===== src/hw/rtl/tsq_pkg.sv =====
`timescale 1ns / 1ps
// ----------------------------------------------------------------------------
// Touch sample qualifier package
// Shared widths, codes, reset values and transaction types.
// ----------------------------------------------------------------------------
package tsq_pkg;

	localparam int RAW_RES_W   = 13;
	localparam int INTERVAL_W  = 16;
	localparam int TIME_W      = 32;
	localparam int COORD_W     = 16;
	localparam int REPORT_X_W  = 10;
	localparam int REPORT_Y_W  = 9;
	localparam int ACTION_W    = 3;
	localparam int CFG_INDEX_W = 3;
	localparam int CFG_DATA_W  = 16;

	localparam int PANEL_WIDTH_DEF  = 800;
	localparam int PANEL_HEIGHT_DEF = 480;

	localparam logic [RAW_RES_W-1:0]  RAW_WIDTH_RST       = RAW_RES_W'(800);
	localparam logic [RAW_RES_W-1:0]  RAW_HEIGHT_RST      = RAW_RES_W'(480);
	localparam logic [INTERVAL_W-1:0] MIN_INTERVAL_RST    = INTERVAL_W'(8);
	localparam logic [INTERVAL_W-1:0] ACTIVE_INTERVAL_RST = INTERVAL_W'(16);
	localparam logic [INTERVAL_W-1:0] IDLE_INTERVAL_RST   = INTERVAL_W'(250);
	localparam logic [INTERVAL_W-1:0] SCR_OFF_INTERVAL_RST = INTERVAL_W'(50);

	typedef enum logic [ACTION_W-1:0] {
		ACT_POLL       = 3'd0,
		ACT_IRQ_EDGE   = 3'd1,
		ACT_SUPPRESS   = 3'd2,
		ACT_SCREEN_OFF = 3'd3,
		ACT_TAKE_TAP   = 3'd4,
		ACT_TAKE_WAKE  = 3'd5
	} action_t;

	typedef enum logic [CFG_INDEX_W-1:0] {
		CFG_RAW_WIDTH        = 3'd0,
		CFG_RAW_HEIGHT       = 3'd1,
		CFG_MIN_INTERVAL     = 3'd2,
		CFG_ACTIVE_INTERVAL  = 3'd3,
		CFG_IDLE_INTERVAL    = 3'd4,
		CFG_SCR_OFF_INTERVAL = 3'd5,
		CFG_IRQ_LINE_PRESENT = 3'd6
	} cfg_index_t;

	typedef enum logic [2:0] {
		ST_IDLE,
		ST_ACT,
		ST_X,
		ST_XW,
		ST_Y,
		ST_YW,
		ST_DONE
	} tsq_state_t;

	typedef struct packed {
		logic [ACTION_W-1:0] action;
		logic [TIME_W-1:0]   now_ms;
		logic                backlight_on;
		logic                read_ok;
		logic                touch_pressed;
		logic [COORD_W-1:0]  raw_x;
		logic [COORD_W-1:0]  raw_y;
		logic                int_pin_low;
	} in_item_t;

	typedef struct packed {
		logic                  sampled;
		logic                  report_pressed;
		logic                  point_written;
		logic [REPORT_X_W-1:0] report_x;
		logic [REPORT_Y_W-1:0] report_y;
		logic                  tap_event;
		logic                  wake_event;
	} out_item_t;

endpackage


===== src/hw/rtl/tsq_stream_if.sv =====
`timescale 1ns / 1ps
// ----------------------------------------------------------------------------
// Touch sample qualifier stream interface
// Valid/ready channel carrying one payload per transaction.
// ----------------------------------------------------------------------------
interface tsq_stream_if #(
	parameter type T = logic
);
	logic valid;
	logic ready;
	T     data;

	modport source (output valid, output data, input ready);
	modport sink   (input valid, input data, output ready);
endinterface


===== src/hw/rtl/tsq_scaler.sv =====
`timescale 1ns / 1ps
// ----------------------------------------------------------------------------
// Touch sample qualifier axis scaler
// Clamp, multiply by panel span, then restoring division one bit per cycle.
// ----------------------------------------------------------------------------
module tsq_scaler
	import tsq_pkg::*;
#(
	parameter int QUOT_W = 10
) (
	input  logic                 clk,
	input  logic                 arst_n,
	input  logic                 start,
	input  logic [COORD_W-1:0]   raw,
	input  logic [RAW_RES_W-1:0] res,
	input  logic [QUOT_W-1:0]    top,
	output logic                 done,
	output logic [QUOT_W-1:0]    quot
);

	localparam int CNT_W  = $clog2(QUOT_W + 1);
	localparam int PROD_W = RAW_RES_W + QUOT_W;

	logic                 busy_q;
	logic                 done_q;
	logic [CNT_W-1:0]     cnt_q;
	logic                 zero_q;
	logic [RAW_RES_W-1:0] span_q;
	logic [RAW_RES_W-1:0] rem_q;
	logic [QUOT_W-1:0]    lo_q;

	logic [RAW_RES_W-1:0] span_in;
	logic [RAW_RES_W-1:0] raw_c;
	logic [PROD_W-1:0]    prod;
	logic [RAW_RES_W:0]   trial;
	logic [RAW_RES_W:0]   diff;
	logic                 ge;

	assign span_in = res - RAW_RES_W'(1);
	assign raw_c   = (raw > COORD_W'(span_in)) ? span_in : raw[RAW_RES_W-1:0];
	assign prod    = PROD_W'(raw_c) * PROD_W'(top);
	assign trial   = {rem_q, lo_q[QUOT_W-1]};
	assign diff    = trial - {1'b0, span_q};
	assign ge      = (trial >= {1'b0, span_q});

	always_ff @(posedge clk or negedge arst_n) begin
		if (!arst_n) begin
			busy_q <= 1'b0;
			done_q <= 1'b0;
			cnt_q  <= '0;
		end else begin
			done_q <= busy_q && (cnt_q == CNT_W'(1));
			if (start) begin
				busy_q <= 1'b1;
				cnt_q  <= CNT_W'(QUOT_W);
			end else if (busy_q) begin
				cnt_q <= cnt_q - CNT_W'(1);
				if (cnt_q == CNT_W'(1)) begin
					busy_q <= 1'b0;
				end
			end
		end
	end

	always_ff @(posedge clk) begin
		if (start) begin
			span_q        <= span_in;
			zero_q        <= (res <= RAW_RES_W'(1));
			{rem_q, lo_q} <= prod;
		end else if (busy_q) begin
			rem_q <= ge ? diff[RAW_RES_W-1:0] : trial[RAW_RES_W-1:0];
			lo_q  <= QUOT_W'({lo_q, ge});
		end
	end

	assign done = done_q;
	assign quot = zero_q ? '0 : lo_q;

endmodule


===== src/hw/rtl/touch_sample_qualifier.sv =====
`timescale 1ns / 1ps
// ----------------------------------------------------------------------------
// Touch sample qualifier
// Poll gating, stored touch point, tap/wake events and scaled report.
// ----------------------------------------------------------------------------
// channel  dir  payload     transaction
// poll     in   in_item_t   poll.valid && poll.ready
// report   out  out_item_t  report.valid && report.ready
// cfg      in   index/data  cfg_we
//
// A transaction steps through ACT, X, XW, Y and YW to DONE. QUOT_W = clog2 of
// the larger panel dimension; the shared bit-serial divider runs once per axis.
// poll.ready is high only in IDLE. A finished result sits in the output
// register, so the next poll is taken while it waits; a new result waits in
// DONE until the register is free. Reset is asynchronous.
// ----------------------------------------------------------------------------
module touch_sample_qualifier
	import tsq_pkg::*;
#(
	parameter int PANEL_WIDTH  = PANEL_WIDTH_DEF,
	parameter int PANEL_HEIGHT = PANEL_HEIGHT_DEF
) (
	input  logic                   clk,
	input  logic                   arst_n,
	input  logic                   cfg_we,
	input  logic [CFG_INDEX_W-1:0] cfg_index,
	input  logic [CFG_DATA_W-1:0]  cfg_wdata,
	tsq_stream_if.sink             poll,
	tsq_stream_if.source           report
);

	localparam int PANEL_MAX = (PANEL_WIDTH > PANEL_HEIGHT) ? PANEL_WIDTH : PANEL_HEIGHT;
	localparam int QUOT_W    = $clog2(PANEL_MAX);
	localparam logic [QUOT_W-1:0] TOP_X = QUOT_W'(PANEL_WIDTH - 1);
	localparam logic [QUOT_W-1:0] TOP_Y = QUOT_W'(PANEL_HEIGHT - 1);

	// configuration
	logic [RAW_RES_W-1:0]  raw_width_q;
	logic [RAW_RES_W-1:0]  raw_height_q;
	logic [INTERVAL_W-1:0] min_interval_q;
	logic [INTERVAL_W-1:0] active_interval_q;
	logic [INTERVAL_W-1:0] idle_interval_q;
	logic [INTERVAL_W-1:0] scr_off_interval_q;
	logic                  irq_line_q;

	// block state
	logic [COORD_W-1:0] stored_x_q;
	logic [COORD_W-1:0] stored_y_q;
	logic               stored_pressed_q;
	logic               stored_valid_q;
	logic               suppress_q;
	logic               tap_latch_q;
	logic [TIME_W-1:0]  last_time_q;
	logic               irq_pending_q;
	logic               wake_pending_q;

	tsq_state_t state_q, state_d;
	in_item_t   item_q;
	logic       sampled_q;
	logic       tap_ev_q;
	logic       wake_ev_q;
	logic [QUOT_W-1:0] x_q;
	logic [QUOT_W-1:0] y_q;
	logic       out_valid_q;
	out_item_t  out_data_q;

	logic       scl_start;
	logic       sel_y;
	logic       load_out;
	logic       scl_done;
	logic [QUOT_W-1:0] scl_quot;

	logic [TIME_W-1:0]     elapsed;
	logic [INTERVAL_W-1:0] fb_interval;
	logic                  below_min;
	logic                  below_fb;
	logic                  take;
	logic                  hide;
	logic                  out_free;

	assign poll.ready   = (state_q == ST_IDLE);
	assign report.valid = out_valid_q;
	assign report.data  = out_data_q;
	assign out_free     = !out_valid_q || report.ready;

	always_ff @(posedge clk or negedge arst_n) begin
		if (!arst_n) begin
			raw_width_q        <= RAW_WIDTH_RST;
			raw_height_q       <= RAW_HEIGHT_RST;
			min_interval_q     <= MIN_INTERVAL_RST;
			active_interval_q  <= ACTIVE_INTERVAL_RST;
			idle_interval_q    <= IDLE_INTERVAL_RST;
			scr_off_interval_q <= SCR_OFF_INTERVAL_RST;
			irq_line_q         <= 1'b1;
		end else if (cfg_we) begin
			unique case (cfg_index_t'(cfg_index))
				CFG_RAW_WIDTH:        raw_width_q        <= cfg_wdata[RAW_RES_W-1:0];
				CFG_RAW_HEIGHT:       raw_height_q       <= cfg_wdata[RAW_RES_W-1:0];
				CFG_MIN_INTERVAL:     min_interval_q     <= cfg_wdata;
				CFG_ACTIVE_INTERVAL:  active_interval_q  <= cfg_wdata;
				CFG_IDLE_INTERVAL:    idle_interval_q    <= cfg_wdata;
				CFG_SCR_OFF_INTERVAL: scr_off_interval_q <= cfg_wdata;
				CFG_IRQ_LINE_PRESENT: irq_line_q         <= cfg_wdata[0];
				default: ;
			endcase
		end
	end

	// poll gating
	assign elapsed     = item_q.now_ms - last_time_q;
	assign fb_interval = !item_q.backlight_on ? scr_off_interval_q :
	                     (stored_pressed_q ? active_interval_q : idle_interval_q);
	assign below_min   = stored_valid_q && (elapsed < TIME_W'(min_interval_q));
	assign below_fb    = irq_line_q && !irq_pending_q && (elapsed < TIME_W'(fb_interval));
	assign take        = !below_min && !below_fb;

	always_ff @(posedge clk) begin
		if (poll.valid && poll.ready) begin
			item_q <= poll.data;
		end
	end

	always_ff @(posedge clk or negedge arst_n) begin
		if (!arst_n) begin
			stored_x_q       <= '0;
			stored_y_q       <= '0;
			stored_pressed_q <= 1'b0;
			stored_valid_q   <= 1'b0;
			suppress_q       <= 1'b0;
			tap_latch_q      <= 1'b0;
			last_time_q      <= '0;
			irq_pending_q    <= 1'b1;
			wake_pending_q   <= 1'b0;
			sampled_q        <= 1'b0;
			tap_ev_q         <= 1'b0;
			wake_ev_q        <= 1'b0;
		end else if (state_q == ST_ACT) begin
			sampled_q <= 1'b0;
			tap_ev_q  <= 1'b0;
			wake_ev_q <= 1'b0;
			unique case (action_t'(item_q.action))
				ACT_POLL: begin
					if (take) begin
						irq_pending_q <= 1'b0;
						last_time_q   <= item_q.now_ms;
						if (item_q.read_ok) begin
							sampled_q <= 1'b1;
							if (suppress_q && !item_q.touch_pressed) begin
								suppress_q <= 1'b0;
							end
							if (item_q.touch_pressed && !stored_pressed_q && !suppress_q) begin
								tap_latch_q <= 1'b1;
							end
							if (item_q.touch_pressed) begin
								stored_x_q <= item_q.raw_x;
								stored_y_q <= item_q.raw_y;
							end
							stored_pressed_q <= item_q.touch_pressed;
							stored_valid_q   <= 1'b1;
						end
					end
				end
				ACT_IRQ_EDGE: begin
					irq_pending_q  <= 1'b1;
					wake_pending_q <= 1'b1;
				end
				ACT_SUPPRESS: begin
					suppress_q  <= 1'b1;
					tap_latch_q <= 1'b0;
				end
				ACT_SCREEN_OFF: begin
					wake_pending_q <= 1'b0;
					irq_pending_q  <= irq_line_q && item_q.int_pin_low;
					tap_latch_q    <= 1'b0;
				end
				ACT_TAKE_TAP: begin
					tap_ev_q    <= tap_latch_q;
					tap_latch_q <= 1'b0;
				end
				ACT_TAKE_WAKE: begin
					wake_ev_q      <= wake_pending_q;
					wake_pending_q <= 1'b0;
				end
				default: ;
			endcase
		end
	end

	// shared scaler, x then y
	tsq_scaler #(
		.QUOT_W (QUOT_W)
	) u_scaler (
		.clk    (clk),
		.arst_n (arst_n),
		.start  (scl_start),
		.raw    (sel_y ? stored_y_q : stored_x_q),
		.res    (sel_y ? raw_height_q : raw_width_q),
		.top    (sel_y ? TOP_Y : TOP_X),
		.done   (scl_done),
		.quot   (scl_quot)
	);

	always_ff @(posedge clk) begin
		if (scl_done && (state_q == ST_XW)) begin
			x_q <= scl_quot;
		end
		if (scl_done && (state_q == ST_YW)) begin
			y_q <= scl_quot;
		end
	end

	always_ff @(posedge clk or negedge arst_n) begin
		if (!arst_n) begin
			state_q <= ST_IDLE;
		end else begin
			state_q <= state_d;
		end
	end

	always_comb begin
		state_d = state_q;
		unique case (state_q)
			ST_IDLE: if (poll.valid) state_d = ST_ACT;
			ST_ACT:  state_d = ST_X;
			ST_X:    state_d = ST_XW;
			ST_XW:   if (scl_done) state_d = ST_Y;
			ST_Y:    state_d = ST_YW;
			ST_YW:   if (scl_done) state_d = ST_DONE;
			ST_DONE: if (out_free) state_d = ST_IDLE;
			default: state_d = ST_IDLE;
		endcase
	end

	always_comb begin
		scl_start = 1'b0;
		sel_y     = 1'b0;
		load_out  = 1'b0;
		unique case (state_q)
			ST_X:    scl_start = 1'b1;
			ST_Y: begin
				scl_start = 1'b1;
				sel_y     = 1'b1;
			end
			ST_DONE: load_out = out_free;
			default: ;
		endcase
	end

	// output register
	assign hide = suppress_q || (stored_pressed_q && !item_q.backlight_on);

	always_ff @(posedge clk or negedge arst_n) begin
		if (!arst_n) begin
			out_valid_q <= 1'b0;
		end else if (load_out) begin
			out_valid_q <= 1'b1;
		end else if (report.ready) begin
			out_valid_q <= 1'b0;
		end
	end

	always_ff @(posedge clk) begin
		if (load_out) begin
			out_data_q.sampled        <= sampled_q;
			out_data_q.report_pressed <= stored_valid_q && !hide && stored_pressed_q;
			out_data_q.point_written  <= stored_valid_q && !hide;
			out_data_q.report_x       <= stored_valid_q ? REPORT_X_W'(x_q) : '0;
			out_data_q.report_y       <= stored_valid_q ? REPORT_Y_W'(y_q) : '0;
			out_data_q.tap_event      <= tap_ev_q;
			out_data_q.wake_event     <= wake_ev_q;
		end
	end

	// checks
	a_done_in_wait: assert property (@(posedge clk) disable iff (!arst_n)
		scl_done |-> (state_q == ST_XW || state_q == ST_YW))
		else $error("scaler done outside a wait state");

	a_accept_to_act: assert property (@(posedge clk) disable iff (!arst_n)
		(poll.valid && poll.ready) |=> (state_q == ST_ACT))
		else $error("accepted poll did not start the action step");

	a_pressed_written: assert property (@(posedge clk) disable iff (!arst_n)
		(out_valid_q && out_data_q.report_pressed) |-> out_data_q.point_written)
		else $error("pressed reported without point update");

	a_sampled_valid: assert property (@(posedge clk) disable iff (!arst_n)
		(out_valid_q && out_data_q.sampled) |-> stored_valid_q)
		else $error("sample reported with no valid stored point");

endmodule

===== src/flat_wrapper.sv =====
// flat-port wrapper written by rule: the top's interface ports become plain ports
module touch_sample_qualifier_flat import tsq_pkg::*;
#(
	parameter int PANEL_WIDTH  = PANEL_WIDTH_DEF,
	parameter int PANEL_HEIGHT = PANEL_HEIGHT_DEF
)
  (clk, arst_n, cfg_we, cfg_index, cfg_wdata, poll_valid, poll_data, poll_ready, report_valid, report_data, report_ready);
  tsq_stream_if poll_i ();
  tsq_stream_if report_i ();
  input  logic clk;
  input  logic arst_n;
  input  logic cfg_we;
  input  logic [CFG_INDEX_W-1:0] cfg_index;
  input  logic [CFG_DATA_W-1:0] cfg_wdata;
  input wire logic [$bits(poll_i.valid)-1:0] poll_valid;
  input wire logic [$bits(poll_i.data)-1:0] poll_data;
  output wire logic [$bits(poll_i.ready)-1:0] poll_ready;
  output wire logic [$bits(report_i.valid)-1:0] report_valid;
  output wire logic [$bits(report_i.data)-1:0] report_data;
  input wire logic [$bits(report_i.ready)-1:0] report_ready;
  assign poll_i.valid = poll_valid;
  assign poll_i.data = poll_data;
  assign poll_ready = poll_i.ready;
  assign report_valid = report_i.valid;
  assign report_data = report_i.data;
  assign report_i.ready = report_ready;
  touch_sample_qualifier #(.PANEL_WIDTH(PANEL_WIDTH), .PANEL_HEIGHT(PANEL_HEIGHT)) u_core (.clk(clk), .arst_n(arst_n), .cfg_we(cfg_we), .cfg_index(cfg_index), .cfg_wdata(cfg_wdata), .poll(poll_i), .report(report_i));
endmodule

===== config.mk =====
export PLATFORM = sky130hd
export DESIGN_NAME = touch_sample_qualifier_flat
export DESIGN_NICKNAME = d
export VERILOG_FILES = /design/src/hw/rtl/tsq_pkg.sv /design/src/hw/rtl/tsq_stream_if.sv /design/src/hw/rtl/tsq_scaler.sv /design/src/hw/rtl/touch_sample_qualifier.sv /design/src/flat_wrapper.sv
export SDC_FILE = /design/constraint.sdc
export NUM_CORES = 1
export LEC_CHECK = 0
export ABC_AREA = 0
export BUFFER_PORTS_ARGS = -buffer_cell sky130_fd_sc_hd__buf_2
export CAP_MARGIN = 40
export CELL_PAD_IN_SITES_DETAIL_PLACEMENT = 1
export CELL_PAD_IN_SITES_GLOBAL_PLACEMENT = 2
export CORE_MARGIN = 2
export CORE_UTILIZATION = 24
export CTS_CLUSTER_SIZE = 20
export DETAILED_ROUTE_END_ITERATION = 16
export GPL_ROUTABILITY_DRIVEN = 0
export PLACE_DENSITY = 0.83
export SLEW_MARGIN = 0
export SYNTH_ARGS = -nofsm -noshare
export SYNTH_HDL_FRONTEND = slang
export SYNTH_SLANG_ARGS = --single-unit

===== constraint.sdc =====
create_clock -name clk -period 1.4 [get_ports clk]
set_clock_uncertainty 0.15 [all_clocks]
set_input_delay 0.14 -clock clk [delete_from_list [all_inputs] [get_ports clk]]
set_output_delay 0.14 -clock clk [all_outputs]
set_load 0.03 [all_outputs]

==> results_dict.tcl, run 1 <==
set metrics [dict create \
    cts_made_buffers 3 \
    synth.yosys.seq_area_share_pct 45.56 \
    drtPass1Iterations 4 \
    met2_length_um 550 \
    fp.dieW_um 51.84 \
    slowest_stage_cell_cp "dfrtp_2" \
    timing.critical_path.slowest_cell_delay_ns 0.43 \
    floorplan.io_pins 28 \
    internal_power_mw 0.8056 \
    power_leakage_nw 0.3093 \
    rsz0062_at_grt "yes" \
    post-route-worst-setup-slack_ns 0.07331 \
    min_delay_worst_endpoint "u_core.report.valid$_DFFE_PN0P_" \
    synth_seq_cells 10 \
    holdCritPathClass "in -> reg" \
    p_comb_share_pct 38.2 \
    worstPathRequired_ns 1.11 \
    netlist.area_leader.share_pct 45.56 \
    floorplan.core_area_sq_um 2191 \
    yosys-top-cells-area "dfrtp_1 (46%), nand2b_4 (5.0%), nand2_1 (4.8%)" \
    post-route-util_pct 31.24 \
    final_min_period_over_clock_period_pct 94.76 \
    grt_remaining_overflow 0 \
    synth_async_reset_ratio_pct 100.0 \
    via_per_inst 4.366 \
    dpl.hpwl_um 713 \
    tritoncts "done" \
    timing.critical_path.cells "nor3_2, buf_4" \
    floorplan.die_area_sq_um 2687 \
    synth_largest_area_cell "dfrtp_1" \
    critical_path_class "reg -> out" \
    synth_most_common_cell "dfrtp_1" \
    hold_violations 0 \
    grt_pass1_wl_um 1959 \
    cts_root_buffer "clkbuf_4" \
    yosys_warnings 0 \
    initial_core_util_pct 25.07 \
    dp_worst_setup_slack_ns 0.1436 \
    cts.htree.levels 1 \
    syn_inst 53 \
    worstSkewPairLatency_ns 0.28 \
    worstPathArrival_ns 1.04 \
    mappedNetlistNets 80 \
    drcViolationCount 0 \
    grtUsageTotal_pct 10.37 \
    via_count_of_the_first_global_routing_pass 431 \
    critPathCaptureType "primary output" \
    synth.cells.most_frequent "dfrtp_1 (10), nand2_1 (7), o21ai_0 (5)" \
    swShare_pct 37.52 \
    timing.fmax_ghz 0.7538 \
    cts_num_sinks 10 \
    ir_worst_vdd_mv 0.8884 \
    syn-cell-area_sq_um 549.3 \
    finalCriticalPeriod_ns 1.327 \
    power_density_nw_per_um2 1884 \
    setup_viol 0 \
    rr_startpoint "u_core.state_q[2]$_DFFE_PN0P_" \
    n_antenna_cell 0 \
    hold_path.startpoint "report_ready" \
    layout-drive-gt1-share_pct 36.92 \
    die_h_um 51.84 \
    clk_pin_slew_worst_paths_ns 0.08 \
    hold_ws_ns 0.03230 \
    route.final.wire_length_um 1099 \
    via_count 406 \
    cp_max_fo 2 \
    wl_met1_um 492 \
    area.growth.synth_to_final_pct 24.60 \
    synth_flop_cell "dfrtp_1" \
    routed.top_layer "met4" \
    initial_antenna_violation_count 0 \
    synth-edff-count 0 \
    layout.filler_cells 250 \
    cap_violations 0 \
    setup.reg_to_reg.worst_slack_ns 0.14 \
    std_cell_rows 17 \
    cp_startpoint "u_core.state_q[1]$_DFFE_PN0P_" \
    outcome "completed" \
    synthesis.area_per_instance_sq_um 10.36 \
    seqPwrFrac_pct 40.6 \
    portBuffers 5 \
    ys_types 24 \
    min_path_cells 3 \
    routed_antenna_nets 0 \
    fin_nets 93 \
    initialDrtViolationCount 4 \
    grt_start_max_net_pins 11 \
    r2r.worst_path.cells 4 \
    wire_per_inst_um 11.82 \
    startpoint_type "flop" \
    slew_limit_fails 0 \
    clk_path_buf_depth 2 \
    switchingPower_mw 0.4837 \
    met3_length_um 44 \
    r2r-end "u_core.state_q[1]$_DFFE_PN0P_" \
    share_clk_of_total_power_pct 21.2 \
]
-- routing by layer --
| metal | GRT usage [%] | up-vias |
|---|---|---|
| li1 | - | 197 |
| met3 | 5.172 | 4 |
| met2 | 16.88 | 7 |
| met1 | 11.49 | 198 |
| met5 | 0 | - |
| met4 | 3.947 | 0 |
-- repair_timing --
action | 4_1_cts | 5_1_grt
setup buffers | 2 | 3
resized for setup | 4 | 0
endpoints found under the hold margin | 10 | 0
setup endpoints to repair | 1 | 1
pin swaps | 0 | 1
gates cloned | 0 | 0
hold buffers | 1 | 0
-- critical path, delay by kind of cell, from the launching register on --
family                 cells  cell delay (ns)
AND/OR/NAND/NOR            1             0.15
buffers and inverters      1             0.18
flip-flops                 1             0.43
-- how the worst max path moves through the flow --
| stage | end | depth (start not counted) |
|---|---|---|
| CTS | poll_ready | 2 |
| floorplan | poll_ready | 2 |
| global placement | u_core.u_scaler.cnt_q[1]$_DFFE_PN0P_ | 5 |
| detailed placement | u_core.u_scaler.cnt_q[2]$_DFFE_PN0P_ | 5 |
| finish | poll_ready | 2 |
| global route | poll_ready | 2 |
-- cell families (layout without fill, tap and decap cells) --
kind of cell    count (synthesis)  count (layout)  share of synthesized area, %
compound gates                 11              11                         15.03
xor+xnor                        3               3                         4.784
fa+ha+maj                       2               2                         4.555
buf+inv                         6              18                         5.693
flops                          10              10                         45.56
other cells                     1               1                        0.6827
simple gates                   20              20                         23.69
-- sequential cells by signal (all words and copies together), names as in the netlist --
signal,count
u_core.report.valid,1
u_core.state_q,3
u_core.u_scaler.done,1
u_core.u_scaler.busy_q,1
u_core.u_scaler.cnt_q,4
-- cell type report --
type	instances	area [sq um]	share of cell area, %
multi-input cells	37	272.8	39.85
flip-flops and latches	10	254.0	37.11
repair buffers	11	75.07	10.97
clock buffers	4	36.28	5.302
well taps	28	35.03	5.119
inverters	3	11.26	1.645
-- through the flow --
step	TNS [ns]	total power, mW	instance area (sq um)	instances
after floorplan	0	0.8887	554.3	53
after global placement	0	0.9390	594.3	83
after detailed placement	0	0.9667	594.3	83
after CTS	0	1.292	661.9	90
after global routing	-0.01176	1.414	684.4	93
final	0	1.289	684.4	93
-- placed cells by master (no fill, tap or decap), types with 2 or more instances in the layout --
| cell | Yosys | final |
|---|---|---|
| nand2b_4 | 2 | 2 |
| buf_4 | 2 | 6 |
| dfrtp_1 | 10 | 7 |
| nand2_1 | 7 | 7 |
| clkbuf_4 | 0 | 3 |
| nor2_1 | 4 | 4 |
| xnor2_1 | 2 | 2 |
| o21ai_0 | 5 | 5 |
| inv_1 | 3 | 3 |
| buf_2 | 1 | 4 |
| ha_1 | 2 | 2 |
| dfrtp_2 | 0 | 3 |
| nand2b_1 | 2 | 2 |
-- power by group through the flow --
stage          Sequential (mW)  Clock [mW]  Combinational (mW)
2_1_floorplan            0.493           0               0.396
3_3_place_gp             0.566           0               0.373
3_5_place_dp             0.574           0               0.393
4_1_cts                  0.533       0.285               0.474
5_1_grt                  0.540       0.312               0.562
6_report                 0.523       0.274               0.492
(Power assumes the default switching activity.)
==> run 2, diff against run 1 <==
--- a/config.mk
+++ b/config.mk
@@ -16,6 +16,7 @@
 export DETAILED_ROUTE_END_ITERATION = 16
 export GPL_ROUTABILITY_DRIVEN = 0
 export PLACE_DENSITY = 0.83
+export REMOVE_ABC_BUFFERS = 1
 export SLEW_MARGIN = 0
 export SYNTH_ARGS = -nofsm -noshare
 export SYNTH_HDL_FRONTEND = slang
==> constraint.sdc (replaced) <==
create_clock -name clk -period 1.5 [get_ports clk]
set_clock_uncertainty 0.15 [all_clocks]
set_input_delay 0.225 -clock clk [delete_from_list [all_inputs] [get_ports clk]]
set_output_delay 0.225 -clock clk [all_outputs]
set_load 0.03 [all_outputs]
==> results_dict.tcl, run 2 (synthesized netlist as in run 1, its figures left out) <==
set metrics [dict create \
    min_path_cells 3 \
    switchingPower_mw 0.4127 \
    p_comb_share_pct 37.5 \
    floorplan.die_area_sq_um 2687 \
    floorplan.io_pins 28 \
    portBuffers 5 \
    critPathCaptureType "primary output" \
    layout_commonest_cell "dfrtp_1" \
    outcome "completed" \
    critical_path_class "reg -> out" \
    max_ffs_per_register 4 \
    timing.fmax_ghz 0.6940 \
    cts.htree.levels 1 \
    cap_violations 0 \
    via_count 377 \
    tritoncts "done" \
    grt_remaining_overflow 0 \
    initial_antenna_violation_count 0 \
    share_clk_of_total_power_pct 16.3 \
    grt_pass1_wl_um 1628 \
    ir_worst_vdd_mv 0.7171 \
    routed_antenna_nets 0 \
    via_count_of_the_first_global_routing_pass 369 \
    worstPathArrival_ns 1.07 \
    cts_root_buffer "clkbuf_4" \
    layout.cells.non_filler 89 \
    drcViolationCount 0 \
    seqPwrFrac_pct 46.2 \
    clk_pin_slew_worst_paths_ns 0.06 \
    power_density_nw_per_um2 1695 \
    min_delay_worst_endpoint "u_core.report.valid$_DFFE_PN0P_" \
    power_leakage_nw 0.2863 \
    timing.critical_path.slowest_cell_delay_ns 0.46 \
    startpoint_type "flop" \
    hold_path.startpoint "report_ready" \
    drtPass1Iterations 2 \
    setup_viol 0 \
    layout-drive-gt1-share_pct 31.15 \
    wire_per_inst_um 10.87 \
    finalCriticalPeriod_ns 1.441 \
    clk_path_buf_depth 2 \
    r2r.worst_path.cells 5 \
    swShare_pct 37.64 \
    slowest_stage_cell_cp "dfrtp_2" \
    dpl.hpwl_um 757 \
    cp_startpoint "u_core.state_q[1]$_DFFE_PN0P_" \
    timing.critical_path.cells "nor3_2, buf_4" \
    worstSkewPairLatency_ns 0.26 \
    die_h_um 51.84 \
    grt_start_max_net_pins 11 \
    slew_limit_fails 0 \
    via_per_inst 4.236 \
    cts_num_sinks 10 \
    internal_power_mw 0.6838 \
    area.growth.synth_to_final_pct 17.77 \
    route.final.wire_length_um 967 \
    top_library_cells_by_usage_in_the_layout_fill_and_taps_aside "dfrtp_1 (8), nand2_1 (7), o21ai_0 (5)" \
    grtUsageTotal_pct 8.379 \
    rr_startpoint "u_core.u_scaler.cnt_q[0]$_DFFE_PN0P_" \
    r2r-end "u_core.u_scaler.cnt_q[1]$_DFFE_PN0P_" \
    floorplan.core_area_sq_um 2191 \
    reg_top3 "u_core.u_scaler.cnt_q x4, u_core.state_q x3" \
    initialDrtViolationCount 3 \
    holdCritPathClass "in -> reg" \
    n_antenna_cell 0 \
    cp_max_fo 7 \
    worstPathRequired_ns 1.12 \
    fp.dieW_um 51.84 \
    post-cts-setup-buffer-count 0 \
    cts_made_buffers 3 \
    final_min_period_over_clock_period_pct 96.06 \
    placed_cells_incl_taps 85 \
    setup.reg_to_reg.worst_slack_ns 0.25 \
    fin_nets 90 \
    largest_register "u_core.u_scaler.cnt_q" \
    std_cell_rows 17 \
    hold_violations 0 \
    initial_core_util_pct 25.07 \
    post-route-util_pct 29.53 \
    rsz0062_at_grt "no" \
]
==> run 2: layout make-up <==
class,instances,area [sq um]
clock buffers,3,22.52
flip-flops and latches,10,252.7
multi-input cells,37,272.8
well taps,28,35.03
inverters,3,11.26
repair buffers,8,52.55
fillers,254,1544
==> run 2: routing by layer <==
metal  vias up  track usage, %  wire length, um
met5         -               0                0
met2         9           13.50              495
met1       177           10.09              415
met4         0               0                0
met3         0           5.172               56
li1        191               -                -
==> run 2: worst max-delay path by stage <==
stage | cells after the start | to | slack, ns
finish | 2 | poll_ready | 0.06
global route | 2 | poll_ready | 0.02
CTS | 2 | poll_ready | 0.02
detailed placement | 5 | u_core.u_scaler.cnt_q[1]$_DFFE_PN0P_ | 0.24
global placement | 2 | poll_ready | 0.27
floorplan | 1 | poll_ready | -0.07
==> run 2: repair_timing <==
| item | in CTS | in global routing |
|---|---|---|
| hold buffers | 1 | 0 |
| resized for setup | 3 | 1 |
| endpoints found under the hold margin | 10 | 0 |
| endpoints found under the setup margin | 1 | 1 |
==> run 2: critical path: cells and delay by family (launching register included) <==
kind | cells | cell delay [ns]
buffers and inverters | 1 | 0.18
AND/OR/NAND/NOR | 1 | 0.18
flip-flops | 1 | 0.46
==> run 2: stage by stage <==
stage	setup WS [ns]	total power [mW]	cell area [sq um]	TNS [ns]	hold slack (ns)
final	0.05907	1.097	646.9	0	0.1609
after floorplan	-0.07056	0.8022	529.3	-0.07056	-0.2206
after detailed placement	0.2447	0.9248	604.3	0	-0.04528
after CTS	0.01856	1.121	641.9	0	0.1567
after global routing	0.01582	1.197	646.9	0	0.1658
after global placement	0.2744	0.8927	604.3	0	-0.05385
==> run 2: power groups by stage <==
| stage | sequential (mW) | combinational (mW) | clock, mW |
|---|---|---|---|
| floorplan | 0.495 | 0.308 | 0 |
| global placement | 0.499 | 0.393 | 0 |
| detailed placement | 0.509 | 0.416 | 0 |
| CTS | 0.508 | 0.424 | 0.189 |
| global route | 0.522 | 0.473 | 0.202 |
| finish | 0.507 | 0.412 | 0.178 |
